===== src/hw/rtl/bkc_pkg.sv =====
// ----------------------------------------------------------------------------
// bkc_pkg
// Shared types and the table of suspicious program names for the basename
// keyword classifier.
// ----------------------------------------------------------------------------
package bkc_pkg;

	localparam int CAP_LEN    = 6;
	localparam int NAME_COUNT = 12;
	localparam int NAME_LEN_W = 3;

	localparam logic [7:0] SLASH = 8'h2F;

	typedef logic [CAP_LEN-1:0][7:0] cap_t;

	localparam logic [7:0] NAME_TEXT [NAME_COUNT][CAP_LEN] = '{
		'{"s", "h", 8'h00, 8'h00, 8'h00, 8'h00},
		'{"b", "a", "s", "h", 8'h00, 8'h00},
		'{"d", "a", "s", "h", 8'h00, 8'h00},
		'{"z", "s", "h", 8'h00, 8'h00, 8'h00},
		'{"k", "s", "h", 8'h00, 8'h00, 8'h00},
		'{"n", "c", 8'h00, 8'h00, 8'h00, 8'h00},
		'{"n", "c", "a", "t", 8'h00, 8'h00},
		'{"s", "o", "c", "a", "t", 8'h00},
		'{"p", "y", "t", "h", "o", "n"},
		'{"p", "e", "r", "l", 8'h00, 8'h00},
		'{"r", "u", "b", "y", 8'h00, 8'h00},
		'{"p", "h", "p", 8'h00, 8'h00, 8'h00}
	};

	localparam logic [NAME_LEN_W-1:0] NAME_LEN [NAME_COUNT] = '{
		3'd2, 3'd4, 3'd4, 3'd3, 3'd3, 3'd2, 3'd4, 3'd5, 3'd6, 3'd4, 3'd4, 3'd3
	};

	localparam logic NAME_PREFIX [NAME_COUNT] = '{
		1'b0, 1'b0, 1'b0, 1'b0, 1'b0, 1'b0, 1'b0, 1'b0, 1'b1, 1'b0, 1'b0, 1'b0
	};

endpackage


===== src/hw/rtl/bkc_capture.sv =====
// ----------------------------------------------------------------------------
// bkc_capture
// Byte position, basename start and six-byte capture window. Presents the
// state as it stands after the current byte, and clears it after a path.
// ----------------------------------------------------------------------------
module bkc_capture
	import bkc_pkg::*;
#(
	parameter int BUF_LEN = 64,
	parameter int POS_W   = $clog2(BUF_LEN + 1)
) (
	input  logic             clk,
	input  logic             arst_n,
	input  logic             advance,
	input  logic [7:0]       path_byte,
	input  logic             last_of_path,
	output logic [POS_W-1:0] start_nxt,
	output cap_t             cap_nxt
);

	logic [POS_W-1:0] pos_q;
	logic [POS_W-1:0] start_q;
	cap_t             cap_q;
	logic [POS_W-1:0] pos_nxt;
	logic [POS_W-1:0] diff;

	always_comb begin
		pos_nxt   = pos_q;
		start_nxt = start_q;
		cap_nxt   = cap_q;
		diff      = pos_q - start_q;
		if (pos_q < POS_W'(BUF_LEN)) begin
			if (path_byte == SLASH && pos_q <= POS_W'(BUF_LEN - 2)) begin
				start_nxt = pos_q + POS_W'(1);
				cap_nxt   = '0;
			end else if (pos_q >= start_q) begin
				for (int j = 0; j < CAP_LEN; j++) begin
					if (diff == POS_W'(j)) begin
						cap_nxt[j] = path_byte;
					end
				end
			end
			pos_nxt = pos_q + POS_W'(1);
		end
	end

	always_ff @(posedge clk or negedge arst_n) begin
		if (!arst_n) begin
			pos_q   <= '0;
			start_q <= '0;
			cap_q   <= '0;
		end else if (advance) begin
			if (last_of_path) begin
				pos_q   <= '0;
				start_q <= '0;
				cap_q   <= '0;
			end else begin
				pos_q   <= pos_nxt;
				start_q <= start_nxt;
				cap_q   <= cap_nxt;
			end
		end
	end

endmodule


===== src/hw/rtl/bkc_match.sv =====
// ----------------------------------------------------------------------------
// bkc_match
// Compares the captured basename bytes and the basename length against the
// fixed table of program names and gives the severity.
// ----------------------------------------------------------------------------
module bkc_match
	import bkc_pkg::*;
#(
	parameter int BUF_LEN = 64,
	parameter int POS_W   = $clog2(BUF_LEN + 1)
) (
	input  cap_t               cap,
	input  logic [POS_W-1:0]   start,
	input  logic signed [7:0]  read_length,
	output logic               severity
);

	logic signed [8:0] blen;
	logic              eq;
	logic              zero_after;
	logic              any_hit;

	always_comb begin
		blen    = 9'(read_length) - $signed(9'(start));
		any_hit = 1'b0;
		for (int k = 0; k < NAME_COUNT; k++) begin
			eq         = 1'b1;
			zero_after = 1'b0;
			for (int j = 0; j < CAP_LEN; j++) begin
				if (NAME_LEN_W'(j) < NAME_LEN[k] && cap[j] != NAME_TEXT[k][j]) begin
					eq = 1'b0;
				end
				if (NAME_LEN_W'(j) == NAME_LEN[k] && cap[j] == 8'h00) begin
					zero_after = 1'b1;
				end
			end
			if (blen >= $signed(9'(NAME_LEN[k])) && eq &&
			    (NAME_PREFIX[k] || blen == $signed(9'(NAME_LEN[k])) || zero_after)) begin
				any_hit = 1'b1;
			end
		end
		severity = any_hit && (read_length > 8'sd1) && (start <= POS_W'(BUF_LEN - 7));
	end

endmodule


===== src/hw/rtl/exec_basename_keyword_classifier.sv =====
// ----------------------------------------------------------------------------
// exec_basename_keyword_classifier
// Classifies the basename of a path, fed one byte per request, against a
// fixed list of suspicious program names.
// ----------------------------------------------------------------------------
// Usage:
//   Input channel (byte_valid / byte_stall): one path byte per request, from
//   position 0 upward. last_of_path marks the final byte; read_length is
//   used from that request only.
//   Output channel (sev_valid / sev_stall): one severity per path, none for
//   other bytes.
//   Throughput: one byte per cycle, back to back, unless a final byte
//   waits; set by the single input register stage feeding the capture
//   and match logic. Result: the input register takes the final byte
//   on acceptance, and the result register takes the severity from it.
//   Stall: a held result keeps its value; bytes that are not final still
//   drain, and a final byte waits in the input register, which then raises
//   byte_stall until the result register frees.
//   Reset: clears position, basename start, capture and both valid bits.
// ----------------------------------------------------------------------------
module exec_basename_keyword_classifier
	import bkc_pkg::*;
#(
	parameter int BUF_LEN = 64
) (
	input  logic              clk,
	input  logic              arst_n,
	input  logic              byte_valid,
	output logic              byte_stall,
	input  logic [7:0]        path_byte,
	input  logic              last_of_path,
	input  logic signed [7:0] read_length,
	output logic              sev_valid,
	input  logic              sev_stall,
	output logic              severity
);

	localparam int POS_W = $clog2(BUF_LEN + 1);

	logic              valid_s1;
	logic [7:0]        byte_s1;
	logic              last_s1;
	logic signed [7:0] rlen_s1;
	logic              go_s1;
	logic              accept;
	logic [POS_W-1:0]  start_nxt;
	cap_t              cap_nxt;
	logic              hit;
	logic              sev_valid_q;
	logic              severity_q;

	assign go_s1      = valid_s1 && (!last_s1 || !sev_valid_q || !sev_stall);
	assign byte_stall = valid_s1 && !go_s1;
	assign accept     = byte_valid && !byte_stall;
	assign sev_valid  = sev_valid_q;
	assign severity   = severity_q;

	always_ff @(posedge clk or negedge arst_n) begin
		if (!arst_n) begin
			valid_s1 <= 1'b0;
		end else if (accept) begin
			valid_s1 <= 1'b1;
		end else if (go_s1) begin
			valid_s1 <= 1'b0;
		end
	end

	always_ff @(posedge clk) begin
		if (accept) begin
			byte_s1 <= path_byte;
			last_s1 <= last_of_path;
			rlen_s1 <= read_length;
		end
	end

	bkc_capture #(
		.BUF_LEN(BUF_LEN),
		.POS_W  (POS_W)
	) u_capture (
		.clk         (clk),
		.arst_n      (arst_n),
		.advance     (go_s1),
		.path_byte   (byte_s1),
		.last_of_path(last_s1),
		.start_nxt   (start_nxt),
		.cap_nxt     (cap_nxt)
	);

	bkc_match #(
		.BUF_LEN(BUF_LEN),
		.POS_W  (POS_W)
	) u_match (
		.cap        (cap_nxt),
		.start      (start_nxt),
		.read_length(rlen_s1),
		.severity   (hit)
	);

	always_ff @(posedge clk or negedge arst_n) begin
		if (!arst_n) begin
			sev_valid_q <= 1'b0;
		end else if (go_s1 && last_s1) begin
			sev_valid_q <= 1'b1;
		end else if (!sev_stall) begin
			sev_valid_q <= 1'b0;
		end
	end

	always_ff @(posedge clk) begin
		if (go_s1 && last_s1) begin
			severity_q <= hit;
		end
	end

endmodule


===== config.mk =====
export PLATFORM = sky130hd
export DESIGN_NAME = exec_basename_keyword_classifier
export DESIGN_NICKNAME = d
export VERILOG_FILES = /design/src/hw/rtl/bkc_pkg.sv /design/src/hw/rtl/bkc_capture.sv /design/src/hw/rtl/bkc_match.sv /design/src/hw/rtl/exec_basename_keyword_classifier.sv
export SDC_FILE = /design/constraint.sdc
export NUM_CORES = 1
export LEC_CHECK = 0
export BUFFER_PORTS_ARGS = -buffer_cell sky130_fd_sc_hd__clkbuf_2
export CAP_MARGIN = 10
export CORE_MARGIN = 1
export CORE_UTILIZATION = 40
export DETAILED_ROUTE_END_ITERATION = 8
export PLACE_DENSITY = 0.64
export SETUP_SLACK_MARGIN = 0.05
export SKIP_LAST_GASP = 1
export SLEW_MARGIN = 20
export SYNTH_ARGS = -nofsm -noshare
export SYNTH_HDL_FRONTEND = slang
export SYNTH_SLANG_ARGS = --single-unit

===== constraint.sdc =====
create_clock -name clk -period 6.2 [get_ports clk]
set_clock_uncertainty 0.1 [all_clocks]
set_input_delay 1.24 -clock clk [delete_from_list [all_inputs] [get_ports clk]]
set_output_delay 1.24 -clock clk [all_outputs]
set_load 0.05 [all_outputs]

==> reports/qor.json <==
{
  "clock_network": {
    "clkLatencyLatePin_ns": 0.35,
    "clockBufferDepth": 2,
    "cts_resized": 0,
    "cts_post_setup_buffers_inserted": 0,
    "htree_num_levels": 3,
    "ctsHoldBuffers": 0,
    "tritoncts": "built",
    "cts_sinks": 82,
    "cts_inserted_buffers": 9,
    "cts.reportedPaths.clkPinSlew_ns": 0.06,
    "cts_root_buf": "clkbuf_16"
  },
  "power_and_ir_drop": {
    "net-switching-power_mw": 0.755,
    "power.density_nw_per_um2": 290,
    "power.share.switching_pct": 40.5,
    "p_int_mw": 1.11,
    "leakage_dissipation_nw": 2.53,
    "share_of_power_burned_in_the_clock_network_pct": 27.5,
    "ir_worst_vdd_mv": 0.164,
    "post-layout-total-power_mw": 1.86,
    "power.share.sequential_pct": 35.3,
    "power.combinational.fraction_pct": 37.2
  },
  "route": {
    "drt_pre_antenna_iters": 6,
    "dr.first_iter.drc_count": 627,
    "drc_errors": 0,
    "total_wirelength_of_the_detailed_routed_design_um": 20200,
    "drt-vias-per-instance": 6.70,
    "dr_total_vias": 5785,
    "wire_per_inst_um": 23.4,
    "drtAntennaViolNets": 0
  },
  "yosys": {
    "synthesis.yosys.warnings": 0,
    "synthCells": 671,
    "mappedNetlistNets": 708,
    "fraction_of_registers_with_async_set_or_reset_after_synthesis_pct": 78.0,
    "synth-main-ff-cell": "dfrtp_1",
    "syn_area_sq_um": 5880,
    "synth-edff-count": 18,
    "synth.yosys.seq_area_share_pct": 36.4,
    "synth-seq-cells": 82,
    "synth_cell_types": 90,
    "synthesis.area_per_instance_sq_um": 8.77
  },
  "worst_setup_path": {
    "critical_path.startpoint_type": "flip-flop",
    "cpMaxStageDelayCell": "a2111oi_1",
    "cp.buffers_inverters": 2,
    "cpPeakStageDelay_ns": 1.04,
    "r2r_slack_ns": 0.94,
    "crit_chain": "inv_1, ha_1, inv_1, fa_1, a211oi_1, or3_1, o21ai_1, a2111oi_1, nand3_1, a32oi_1, nor3b_1, nand4b_1, o32ai_1, and4_1, o21ai_1, a31oi_1",
    "critical_path_arrival_ns": 5.35,
    "cpLargestDelayFamily": "compound AO/OA/AOI/OAI gates",
    "crit_fanout": 6,
    "cp_data_required_time_ns": 6.30,
    "worst_setup_path_end_kind": "flip-flop",
    "critical_path_class": "reg -> reg"
  },
  "timing": {
    "fmax_mhz": 190,
    "hold-worst-slack_ns": 0.388,
    "timing.final.crit_share_pct": 84.8,
    "timing_hold_violations_final": 0,
    "grt_setup_unrepaired": "false",
    "maxSlewHeadroom_pct": 22.4,
    "setup_tns_ns": 0,
    "worst_pin_slew_ns": 1.16,
    "report.final.setup_viol": 0,
    "timing.final.crit_period_ns": 5.26,
    "slew_violations": 0
  },
  "placed_design": {
    "dpl-instance-area_sq_um": 6150,
    "numPortBuffers": 23,
    "place.detailed.hpwl_um": 14900,
    "gp_congestion": 0.988
  },
  "global_routing": {
    "grt_overflow": 0,
    "antenna_found_initial": 0,
    "gr-usage-all-layers_pct": 28.4,
    "grt_start_max_net_pins": 65,
    "grt_first_pass_wirelength_um": 31700,
    "first_global_vias": 5529
  },
  "floorplanning": {
    "die_area_sq_um": 15200,
    "initial_utilization_pct": 41.7,
    "ioPinCount": 24,
    "die_height_um": 123,
    "die_width_um": 123,
    "core-area_sq_um": 14100,
    "rows": 43
  },
  "min_path": {
    "worst_hold_path_type": "reg -> reg"
  },
  "layout": {
    "layout_commonest_cell": "nand2_1",
    "final_core_density_pct": 45.6,
    "fraction_of_layout_instances_using_a_drive_strength_above_1_pct": 11.3,
    "n_antenna_cell": 0,
    "final_cell_area_sq_um": 6430,
    "design.final.nets": 716,
    "most-common-layout-cells": "82 x nand2_1, 64 x dfrtp_1, 41 x o21ai_0",
    "layout-area-overhead-vs-synth_pct": 9.25
  },
  "run": {
    "max_cap_viols": 0
  },
  "outcome": {
    "status": "complete, no violations"
  }
}
## cell type report
class	count	area, sq um
well taps	180	225
fillers	1391	7670
repair buffers	34	198
multi-input cells	527	3490
flip-flops and latches	82	2140
clock buffers	10	229
inverters	25	93.8
clock inverters	6	47.5
## state kept, by name (all words and copies together) (netlist names)
signal and cells:
u_capture.cap_q 48, sev_valid 1, u_capture.start_q 7, byte_s1 8, severity 1, u_capture.pos_q 7
valid_s1 1, last_s1 1, rlen_s1 8
## worst paths after layout
kind,cells after the start,end,from
max,16,severity,u_capture.pos_q[0]
min,2,u_capture.cap_q[36],u_capture.cap_q[36]
max reg2reg,16,severity,u_capture.pos_q[0]
min reg2reg,2,u_capture.cap_q[36],u_capture.cap_q[36]
max in group asynchronous,2,u_capture.cap_q[46],arst_n
min in group asynchronous,2,u_capture.cap_q[3],arst_n
## cells by family after synthesis
kind of cell	Yosys count	synth area share (%)
multiplexers	5	0.872
AO/OA/AOI/OAI	230	29.2
XOR/XNOR	14	2.08
adder cells (fa/ha/maj)	16	3.53
AND/OR/NAND/NOR	262	23.7
flip-flops	82	36.4
buffers and inverters	62	4.23
## synthesized netlist by cell type (all sizes together), types with 11 or more instances
library cell	number	area, sq um
dfrtp	64	1600
buf	11	57.6
a21oi	31	159
edfxtp	18	541
nand4	14	87.6
nand2	82	308
clkbuf	26	97.6
ha	15	188
a31oi	13	81.3
a22o	17	149
nor2	37	141
nand3	19	95.1
a32o	20	200
o21ai	47	243
inv	24	90.1
o21a	11	91.3
nor3	25	135
## worst register-to-register path, cell delays in order, from the launching register on
cell	delay [ns]
dfrtp_1	0.45
inv_1	0.12
ha_1	0.22
inv_1	0.07
fa_1	0.46
a211oi_1	0.23
or3_1	0.20
o21ai_1	0.14
a2111oi_1	1.04
nand3_1	0.30
a32oi_1	0.52
nor3b_1	0.34
nand4b_1	0.13
o32ai_1	0.31
and4_1	0.25
o21ai_1	0.08
a31oi_1	0.16
## per-stage QoR
| stage | instances | setup WS, ns |
|---|---|---|
| after floorplan | 671 | 1.60 |
| after global placement | 848 | 1.28 |
| after detailed placement | 848 | 1.16 |
| after CTS | 864 | 1.12 |
| after global routing | 864 | 0.608 |
| final | 864 | 0.944 |
## power groups by stage
stage	Combinational (mW)	Clock, mW	Sequential, mW
2_1_floorplan	0.493	0	0.644
3_3_place_gp	0.668	0	0.664
3_5_place_dp	0.675	0	0.666
4_1_cts	0.678	0.525	0.656
5_1_grt	0.749	0.541	0.664
6_report	0.694	0.512	0.658
## per-layer routing
layer | part of all wire (%) | wire (um) | GRT usage (%) | up-vias
met3 | 6.9 | 1400 | 4.24 | 53
li1 | - | - | - | 2628
met4 | 3.6 | 724 | 13.3 | 0
met1 | 44 | 8830 | 38.4 | 2825
met5 | 0 | 0 | 0 | -
met2 | 46 | 9270 | 44.6 | 279
No activity file was read; power rests on OpenSTA's default activity.
